File: config.mk
export PLATFORM = sky130hd
export DESIGN_NAME = ppg_slope_pulse_rate_detector
export DESIGN_NICKNAME = d
export VERILOG_FILES = /design/src/design/ppgsp_pkg.sv /design/src/design/ppgsp_ctrl.sv /design/src/design/ppgsp_dp.sv /design/src/design/ppg_slope_pulse_rate_detector.sv
export SDC_FILE = /design/constraint.sdc
export NUM_CORES = 1
export LEC_CHECK = 0
export ABC_CLOCK_PERIOD_IN_PS = 18600
export BUFFER_PORTS_ARGS = -buffer_cell sky130_fd_sc_hd__buf_2
export CAP_MARGIN = 20
export CORE_MARGIN = 4
export CORE_UTILIZATION = 60
export CTS_CLUSTER_DIAMETER = 100
export CTS_CLUSTER_SIZE = 12
export DETAILED_ROUTE_END_ITERATION = 10
export PLACE_DENSITY = 0.78
export SLEW_MARGIN = 5
export SYNTH_ARGS = -nofsm -noshare
export SYNTH_HDL_FRONTEND = slang
export SYNTH_SLANG_ARGS = --single-unit
File: constraint.sdc
create_clock -name clk -period 18.6 [get_ports clk]
set_clock_uncertainty 0.2 [all_clocks]
set_input_delay 0 -clock clk [delete_from_list [all_inputs] [get_ports clk]]
set_output_delay 0 -clock clk [all_outputs]
set_load 0.02 [all_outputs]
File: src/design/ppgsp_pkg.sv
// ppgsp_pkg: shared types and constants for the ppg slope pulse rate detector
// used by ppgsp_ctrl, ppgsp_dp and the top level; no dependencies
package ppgsp_pkg;

	localparam int STEP_W     = 8;
	localparam int RATE_W     = 17;
	localparam int SCALE_W    = 7;
	localparam int SRATE_W    = 10;
	localparam int THR_W      = 18;
	localparam int FALL_W     = 4;
	localparam int CFG_IDX_W  = 2;
	localparam int CFG_DATA_W = 18;
	localparam int DIV_STEPS  = RATE_W;
	localparam int DIV_CNT_W  = $clog2(DIV_STEPS);

	localparam logic [SRATE_W-1:0] SRATE_RESET  = SRATE_W'(25);
	localparam logic [SCALE_W-1:0] SCALE_RESET  = SCALE_W'(60);
	localparam logic [THR_W-1:0]   THR_RESET    = THR_W'(1600);
	localparam logic [FALL_W-1:0]  FALL_RESET   = FALL_W'(7);
	localparam logic [FALL_W-1:0]  FALL_MAX     = '1;

	typedef enum logic [CFG_IDX_W-1:0] {
		REG_SAMPLE_RATE       = 2'd0,
		REG_RATE_SCALE        = 2'd1,
		REG_SLOPE_THRESHOLD   = 2'd2,
		REG_FALL_COUNT_NEEDED = 2'd3
	} cfg_reg_t;

	typedef struct packed {
		logic load;
		logic div_step;
		logic out_load;
	} cmd_t;

	typedef struct packed {
		logic div_needed;
	} sts_t;

endpackage

File: src/design/ppgsp_ctrl.sv
// ppgsp_ctrl: controller state machine for the pulse rate detector
// sequences request intake, the bit-serial divide and the output register; uses ppgsp_pkg
module ppgsp_ctrl (
	input  logic              clk,
	input  logic              arst_n,
	input  logic              in_valid,
	output logic              in_stall,
	output logic              out_valid,
	input  logic              out_stall,
	input  ppgsp_pkg::sts_t   sts,
	output ppgsp_pkg::cmd_t   cmd
);
	import ppgsp_pkg::*;

	typedef enum logic [2:0] {
		ST_IDLE = 3'b001,
		ST_DIV  = 3'b010,
		ST_WAIT = 3'b100
	} state_t;

	state_t               state_q, state_d;
	logic [DIV_CNT_W-1:0] cnt_q;
	logic                 out_valid_q;
	logic                 out_free;

	assign out_free  = !out_valid_q || !out_stall;
	assign out_valid = out_valid_q;
	assign in_stall  = (state_q != ST_IDLE);

	always_comb begin
		state_d = state_q;
		cmd     = '0;
		unique case (state_q)
			ST_IDLE: begin
				if (in_valid) begin
					cmd.load = 1'b1;
					state_d  = sts.div_needed ? ST_DIV : ST_WAIT;
				end
			end
			ST_DIV: begin
				cmd.div_step = 1'b1;
				if (cnt_q == DIV_CNT_W'(DIV_STEPS - 1))
					state_d = ST_WAIT;
			end
			ST_WAIT: begin
				if (out_free) begin
					cmd.out_load = 1'b1;
					state_d      = ST_IDLE;
				end
			end
			default: state_d = ST_IDLE;
		endcase
	end

	always_ff @(posedge clk or negedge arst_n) begin
		if (!arst_n) begin
			state_q     <= ST_IDLE;
			cnt_q       <= '0;
			out_valid_q <= 1'b0;
		end else begin
			state_q <= state_d;
			if (cmd.load)
				cnt_q <= '0;
			else if (cmd.div_step)
				cnt_q <= cnt_q + DIV_CNT_W'(1);
			if (cmd.out_load)
				out_valid_q <= 1'b1;
			else if (!out_stall)
				out_valid_q <= 1'b0;
		end
	end

endmodule

File: src/design/ppgsp_dp.sv
// ppgsp_dp: datapath of the pulse rate detector
// config registers, slope and peak tracking state, restoring divider, output register; uses ppgsp_pkg
module ppgsp_dp #(
	parameter int SAMPLE_BITS = 18
) (
	input  logic                             clk,
	input  logic                             arst_n,
	input  logic [SAMPLE_BITS-1:0]           sample,
	input  logic                             cfg_we,
	input  logic [ppgsp_pkg::CFG_IDX_W-1:0]  cfg_index,
	input  logic [ppgsp_pkg::CFG_DATA_W-1:0] cfg_data,
	input  ppgsp_pkg::cmd_t                  cmd,
	output ppgsp_pkg::sts_t                  sts,
	output logic [ppgsp_pkg::RATE_W-1:0]     pulse_rate,
	output logic                             beat_confirmed
);
	import ppgsp_pkg::*;

	localparam int SLOPE_W = SAMPLE_BITS + 1;
	localparam int CMP_W   = SAMPLE_BITS + THR_W + 1;

	logic [SRATE_W-1:0]        srate_q;
	logic [SCALE_W-1:0]        scale_q;
	logic [THR_W-1:0]          thr_q;
	logic [FALL_W-1:0]         fall_need_q;

	logic [SAMPLE_BITS-1:0]    prev_q;
	logic signed [SLOPE_W-1:0] last_q, before_q;
	logic [STEP_W-1:0]         step_q, cand_q, beat_pos_q;
	logic                      falling_q, armed_q;
	logic [FALL_W-1:0]         fc_q;

	logic [RATE_W-1:0]         quot_q;
	logic [STEP_W-1:0]         rem_q, divisor_q;
	logic                      conf_q;
	logic [RATE_W-1:0]         rate_out_q;
	logic                      conf_out_q;

	logic signed [SLOPE_W-1:0] slope;
	logic [SLOPE_W-1:0]        mag_last, mag_before;
	logic                      slope_neg, slope_pos, cand_start, confirm, report;
	logic [FALL_W-1:0]         needed, fc1, fc2;
	logic                      fall1, fall2;
	logic [STEP_W-1:0]         step_d, cand1, interval;
	logic [RATE_W-1:0]         dividend;
	logic [STEP_W:0]           rem_sh;
	logic                      q_bit;

	always_comb begin
		slope      = $signed({1'b0, sample}) - $signed({1'b0, prev_q});
		slope_neg  = slope[SLOPE_W-1];
		slope_pos  = !slope_neg && (slope != '0);
		mag_last   = last_q[SLOPE_W-1] ? SLOPE_W'(-last_q) : SLOPE_W'(last_q);
		mag_before = before_q[SLOPE_W-1] ? SLOPE_W'(-before_q) : SLOPE_W'(before_q);
		needed     = (fall_need_q == '0) ? FALL_W'(1) : fall_need_q;
		step_d     = step_q + STEP_W'(1);
		cand_start = slope_neg && !last_q[SLOPE_W-1] && !falling_q &&
			((CMP_W'(mag_last) > CMP_W'(thr_q)) || (CMP_W'(mag_before) > CMP_W'(thr_q)));
		fall1 = falling_q || cand_start;
		fc1   = cand_start ? '0 : fc_q;
		cand1 = cand_start ? step_d : cand_q;
		fc2   = fc1;
		fall2 = fall1;
		if (fall1 && slope_neg) begin
			if (fc1 != FALL_MAX)
				fc2 = fc1 + FALL_W'(1);
		end else if (fall1 && slope_pos) begin
			fc2   = '0;
			fall2 = 1'b0;
		end
		confirm  = (fc2 >= needed);
		report   = confirm && armed_q;
		interval = cand1 - beat_pos_q;
		sts.div_needed = report && (interval != '0);
		dividend = RATE_W'({{(RATE_W-SCALE_W){1'b0}}, scale_q} *
			{{(RATE_W-SRATE_W){1'b0}}, srate_q});
		rem_sh = {rem_q, quot_q[RATE_W-1]};
		q_bit  = (rem_sh >= {1'b0, divisor_q});
	end

	// configuration registers
	always_ff @(posedge clk or negedge arst_n) begin
		if (!arst_n) begin
			srate_q     <= SRATE_RESET;
			scale_q     <= SCALE_RESET;
			thr_q       <= THR_RESET;
			fall_need_q <= FALL_RESET;
		end else if (cfg_we) begin
			unique case (cfg_reg_t'(cfg_index))
				REG_SAMPLE_RATE:       srate_q     <= cfg_data[SRATE_W-1:0];
				REG_RATE_SCALE:        scale_q     <= cfg_data[SCALE_W-1:0];
				REG_SLOPE_THRESHOLD:   thr_q       <= cfg_data[THR_W-1:0];
				REG_FALL_COUNT_NEEDED: fall_need_q <= cfg_data[FALL_W-1:0];
				default: ;
			endcase
		end
	end

	// peak tracking state
	always_ff @(posedge clk or negedge arst_n) begin
		if (!arst_n) begin
			prev_q     <= '0;
			last_q     <= '0;
			before_q   <= '0;
			step_q     <= '0;
			cand_q     <= '0;
			beat_pos_q <= '0;
			falling_q  <= 1'b0;
			fc_q       <= '0;
			armed_q    <= 1'b0;
		end else if (cmd.load) begin
			prev_q   <= sample;
			last_q   <= slope;
			before_q <= last_q;
			step_q   <= step_d;
			cand_q   <= cand1;
			if (confirm) begin
				beat_pos_q <= cand1;
				armed_q    <= 1'b1;
				falling_q  <= 1'b0;
				fc_q       <= '0;
			end else begin
				falling_q <= fall2;
				fc_q      <= fc2;
			end
		end
	end

	// restoring divider, one quotient bit per cycle
	always_ff @(posedge clk) begin
		if (cmd.load) begin
			quot_q    <= sts.div_needed ? dividend : '0;
			rem_q     <= '0;
			divisor_q <= interval;
			conf_q    <= report;
		end else if (cmd.div_step) begin
			quot_q <= {quot_q[RATE_W-2:0], q_bit};
			rem_q  <= q_bit ? STEP_W'(rem_sh - {1'b0, divisor_q}) : rem_sh[STEP_W-1:0];
		end
		if (cmd.out_load) begin
			rate_out_q <= quot_q;
			conf_out_q <= conf_q;
		end
	end

	assign pulse_rate     = rate_out_q;
	assign beat_confirmed = conf_out_q;

endmodule

File: src/design/ppg_slope_pulse_rate_detector.sv
// ppg_slope_pulse_rate_detector: top level, slope based pulse rate detector
// a request is loaded on acceptance and runs the 17-step bit-serial divider only when a
// beat rate is computed; in_stall holds new requests until the output register is loaded
// reset: asynchronous arst_n clears tracking state and loads register defaults
// (sample_rate 25, rate_scale 60, slope_threshold 1600, fall_count_needed 7)
module ppg_slope_pulse_rate_detector #(
	parameter int SAMPLE_BITS = 18
) (
	input  logic                             clk,
	input  logic                             arst_n,
	input  logic                             in_valid,
	output logic                             in_stall,
	input  logic [SAMPLE_BITS-1:0]           sample,
	output logic                             out_valid,
	input  logic                             out_stall,
	output logic [ppgsp_pkg::RATE_W-1:0]     pulse_rate,
	output logic                             beat_confirmed,
	input  logic                             cfg_valid,
	output logic                             cfg_ready,
	input  logic [ppgsp_pkg::CFG_IDX_W-1:0]  cfg_index,
	input  logic [ppgsp_pkg::CFG_DATA_W-1:0] cfg_data
);
	import ppgsp_pkg::*;

	cmd_t cmd;
	sts_t sts;

	assign cfg_ready = 1'b1;

	ppgsp_ctrl u_ctrl (
		.clk       (clk),
		.arst_n    (arst_n),
		.in_valid  (in_valid),
		.in_stall  (in_stall),
		.out_valid (out_valid),
		.out_stall (out_stall),
		.sts       (sts),
		.cmd       (cmd)
	);

	ppgsp_dp #(
		.SAMPLE_BITS (SAMPLE_BITS)
	) u_dp (
		.clk            (clk),
		.arst_n         (arst_n),
		.sample         (sample),
		.cfg_we         (cfg_valid && cfg_ready),
		.cfg_index      (cfg_index),
		.cfg_data       (cfg_data),
		.cmd            (cmd),
		.sts            (sts),
		.pulse_rate     (pulse_rate),
		.beat_confirmed (beat_confirmed)
	);

endmodule

==> metrics list <==
- Status: completed
- The mapped netlist covers 12700 um^2.
- Number of buffers inserted by port buffering: 62
* Final period utilization: 38.9%
* Cell type with the highest aggregate area in the netlist: sky130_fd_sc_hd__dfrtp_1
- In this run the power spent charging and discharging nets is 1.25 mW.
- After the flow finishes, the layout carries non-filler instances totaling 1691.
- Root Buffer Master: sky130_fd_sc_hd__clkbuf_16
- Antenna diode count: 0
* Vias in the first global route: 9854
- The share of total power dissipated in the clock network is 13.7%.
* Post-CTS setup buffer count: 0
- Syn-to-layout area delta: 13.0%
- Setup violations remaining at the end of the flow were counted as 0.
- Gates resized, CTS repair: 0
- Layout Utilization: 69.8%
* H-tree Lvls: 4
- Total chip power: 2.76 mW
- Maximum fanout count along the critical path: 19
* Post-synthesis sequential element count: 186
- Share of post-route cells with drive strength above 1: 12.2%
* Commonest cells after routing, fill and taps aside: sky130_fd_sc_hd__nand2_1 (227), sky130_fd_sc_hd__inv_1 (126), sky130_fd_sc_hd__dfrtp_1 (120), sky130_fd_sc_hd__ha_1 (114), sky130_fd_sc_hd__o21ai_0 (83)
- Critical Path End Type: register
- Sequential element share of the synthesized area: 38.3%
- Clock tree from TritonCTS: yes
* DRT iter0 DRCs: 729
- Critical path launch point type: register
* Pin count of the biggest net entering global routing: 92
- Portion of total power attributed to combinational logic: 60.1%
- Buffers inserted to repair hold after CTS numbered 47.
- Clock tree synthesis found a total of 186 sinks.
- The average instance in the mapped netlist occupies 9.63 um^2.
- Number of iterations in the first detailed-routing pass: 5
- Total length of routed wires: 27600 um
* Setup repair after global routing missed its margin: false
- For this run, asynchronously set or reset flops after synthesis account for 72.0%.
* Area of the core region: 20500 um^2
* GR Util All Layers: 24.2%
- Ranked by total cell area, the synthesized netlist is headed by sky130_fd_sc_hd__dfrtp_1 (24%), sky130_fd_sc_hd__ha_1 (11%), sky130_fd_sc_hd__edfxtp_1 (10%).
- Worst hold path type: input pin to register
* Pint: 1.50 mW
* Worst slew slack as a fraction of its limit: 31.9%
- Number of max-capacitance violations reported: 0
- Gate Count Post-Synth: 1315
- Switching portion of total power: 45.5%
- Average wire per cell in the routed design: 16.4 um
- Final worst path period need: 7.23 ns
- The number of nets in the synthesized netlist is 1514.
- In the routed layout, each cell is associated on average with a via count of 5.74.
- In the synthesized netlist the dominant register cell turns out to be sky130_fd_sc_hd__dfrtp_1.
- Of the total power, registers draw 26.1%.
- Post-synth EDFFs: 44
- Final antenna-violating net count: 0
- In this run, distinct cell masters in the synthesized netlist total 71.
- VDD IR-drop max: 113 uV
* Power density of the placed cells: 193 nW/um^2
* Global route total overflow: 0
- Number of nets at the end of the flow: 1607
- The floorplan step set the die width to 153 um.
* Data arrival time of the critical path: 7.23 ns
* Final Max Slew Viols: 0
* Required @ worst endpoint: 18.59 ns
* Number of CTS-inserted buffers: 17
- Initial antenna violation count: 0
- Slew @ Worst Pin: 1.02 ns
* Maximum frequency from static timing analysis: 0.138 GHz
- Summed over its instances, the top area cell type makes up 23.7% of the synthesized netlist area.
* Worst-case clock buffer depth: 2
* Die area: 23500 um^2
- Boundary Pins: 64
- Class of the most critical setup path: register to register
- For the worst-skew pair, the clock arrives at the later sink with an insertion delay of 0.43 ns.
* Final Wtd Congestion: 0.913
* DPL Wire Length: 19700 um
- During synthesis, Yosys emitted a total of 0 warnings.
- Post-placement cell count: 1611
* Final TNS setup: 0 ns
- Initial core utilization: 61.8%
- The number of failing hold endpoints at the final stage is 0.
* First-pass GRT wire length: 47200 um
- After clock tree synthesis, the clock-pin slew on the worst setup and hold paths is 0.08 ns.
- Filler cells: 1503
- The detailed router placed 9713 vias in this run.
- Detailed-route DRC error count: 0
* Y dimension of the die: 153 um
- The floorplan has 52 rows.
* Leakage: 6.74 nW
- Leaving out fill and tap cells, the most frequent cell in the layout is sky130_fd_sc_hd__nand2_1.
## registers in the layout, summed over array words and instances (netlist names), 3 cells and up
| register | count |
|---|---|
| u_dp.cand_q | 8 |
| u_ctrl.state_q | 3 |
| u_dp.step_q | 8 |
| u_dp.fall_need_q | 4 |
| u_dp.beat_pos_q | 8 |
| u_dp.thr_q | 18 |
| u_dp.pulse_rate | 17 |
| u_dp.prev_q | 18 |
| u_dp.before_q | 19 |
| u_dp.last_q | 19 |
| u_dp.scale_q | 7 |
| u_dp.fc_q | 4 |
| u_dp.quot_q | 17 |
| u_dp.divisor_q | 8 |
| u_dp.rem_q | 8 |
| u_dp.srate_q | 10 |
| u_ctrl.cnt_q | 5 |
## area by class of cell
type | count | area [um^2] | share of cell area [%]
Timing Repair Buffer | 115 | 850 | 5.94
Inverter | 127 | 477 | 3.33
Sequential cell | 186 | 4850 | 33.9
Multi-Input combinational cell | 961 | 7170 | 50.1
Tap cell | 270 | 338 | 2.36
Clock buffer | 17 | 425 | 2.97
Clock inverter | 15 | 200 | 1.40
## per-stage QoR
| stage | hold slack, ns | instance area (um^2) | setup slack, ns |
|---|---|---|---|
| finish | 0.119 | 14300 | 11.37 |
| global route | 0.132 | 14300 | 10.70 |
| CTS | 0.0997 | 14300 | 11.36 |
| detailed placement | -0.190 | 13200 | 11.38 |
| global placement | -0.203 | 13200 | 11.62 |
| floorplan | -0.496 | 12700 | 12.01 |
## cell usage after synthesis (4+ instances only)
cell	number
sky130_fd_sc_hd__a211oi_1	6
sky130_fd_sc_hd__a21o_1	17
sky130_fd_sc_hd__a21oi_1	45
sky130_fd_sc_hd__a22o_1	4
sky130_fd_sc_hd__a31oi_1	6
sky130_fd_sc_hd__a32o_1	16
sky130_fd_sc_hd__and2_1	23
sky130_fd_sc_hd__and3_1	12
sky130_fd_sc_hd__clkbuf_1	34
sky130_fd_sc_hd__dfrtp_1	120
sky130_fd_sc_hd__dfstp_2	14
sky130_fd_sc_hd__dfxtp_1	8
sky130_fd_sc_hd__edfxtp_1	44
sky130_fd_sc_hd__fa_1	42
sky130_fd_sc_hd__ha_1	114
sky130_fd_sc_hd__inv_1	127
sky130_fd_sc_hd__mux2_2	41
sky130_fd_sc_hd__mux2i_1	11
sky130_fd_sc_hd__nand2_1	228
sky130_fd_sc_hd__nand2b_1	13
sky130_fd_sc_hd__nand3_1	18
sky130_fd_sc_hd__nand3b_1	6
sky130_fd_sc_hd__nand4_1	13
sky130_fd_sc_hd__nor2_1	53
sky130_fd_sc_hd__nor2b_1	10
sky130_fd_sc_hd__nor3_1	9
sky130_fd_sc_hd__o21a_1	11
sky130_fd_sc_hd__o21ai_0	83
sky130_fd_sc_hd__o21ai_1	6
sky130_fd_sc_hd__o21bai_1	4
sky130_fd_sc_hd__o31a_1	4
sky130_fd_sc_hd__o31ai_1	17
sky130_fd_sc_hd__or2_2	4
sky130_fd_sc_hd__or3_1	10
sky130_fd_sc_hd__or4_1	7
sky130_fd_sc_hd__xnor2_1	61
sky130_fd_sc_hd__xor2_1	22
## worst max-delay path, stage by stage, from the launching register on
cell and delay [ns]:
sky130_fd_sc_hd__dfrtp_1 0.43, sky130_fd_sc_hd__nor2_1 0.18, sky130_fd_sc_hd__nand3_1 0.12, sky130_fd_sc_hd__or3_1 0.35, sky130_fd_sc_hd__o21ai_0 0.39, sky130_fd_sc_hd__nand2b_1 0.16
sky130_fd_sc_hd__o31ai_1 0.29, sky130_fd_sc_hd__xnor2_1 0.10, sky130_fd_sc_hd__ha_1 0.30, sky130_fd_sc_hd__nand4_1 0.10, sky130_fd_sc_hd__nor3_1 0.27, sky130_fd_sc_hd__o31ai_1 0.15
sky130_fd_sc_hd__a31o_2 0.26, sky130_fd_sc_hd__o211ai_2 0.10, sky130_fd_sc_hd__and3_1 0.61, sky130_fd_sc_hd__mux2i_1 0.37, sky130_fd_sc_hd__inv_1 0.13, sky130_fd_sc_hd__ha_1 0.28
sky130_fd_sc_hd__a21o_1 0.17, sky130_fd_sc_hd__a21o_1 0.20, sky130_fd_sc_hd__a21o_1 0.18, sky130_fd_sc_hd__a21oi_1 0.21, sky130_fd_sc_hd__o21ai_0 0.16, sky130_fd_sc_hd__xnor2_1 0.27
sky130_fd_sc_hd__xnor2_2 0.09, sky130_fd_sc_hd__nand2b_1 0.50, sky130_fd_sc_hd__a32o_1 0.42
## routing by layer
metal	vias to the layer above	wire length (um)	global-route usage, %
met5	-	0	0
met4	0	547	7.59
met3	41	1400	4.18
met2	259	13300	39.7
met1	4717	12400	33.0
li1	4696	-	-
## path summary, 6_finish.rpt
path | depth (start not counted) | slack (ns) | end | startpoint
hold reg to reg | 0 | 0.23 | u_dp.beat_confirmed | u_dp.conf_q
setup reg to reg | 26 | 11.37 | u_dp.quot_q[2] | u_dp.last_q[2]
setup / recovery | 26 | 11.37 | u_dp.quot_q[2] | u_dp.last_q[2]
max in group asynchronous | 4 | 16.75 | u_dp.before_q[9] | arst_n
min in group asynchronous | 3 | 0.45 | u_ctrl.state_q[0] | arst_n
hold / removal | 4 | 0.12 | u_dp.prev_q[2] | sample[2]
## logic make-up after synthesis
group	after synthesis	synth area share, %
flops	186	38.3
fa+ha+maj	156	17.9
buf+inv	168	5.13
simple gates	418	15.2
xor+xnor	84	5.87
mux	52	4.51
other cells	1	0.0296
compound gates	250	13.1
## power groups by stage
stage	logic (mW)	registers, mW	clock network, mW
floorplan	1.29	0.679	0
global placement	1.55	0.716	0
detailed placement	1.61	0.722	0
CTS	1.65	0.717	0.386
global route	1.88	0.740	0.403
finish	1.66	0.720	0.378
Note: power is estimated with default switching activity, not from simulation.
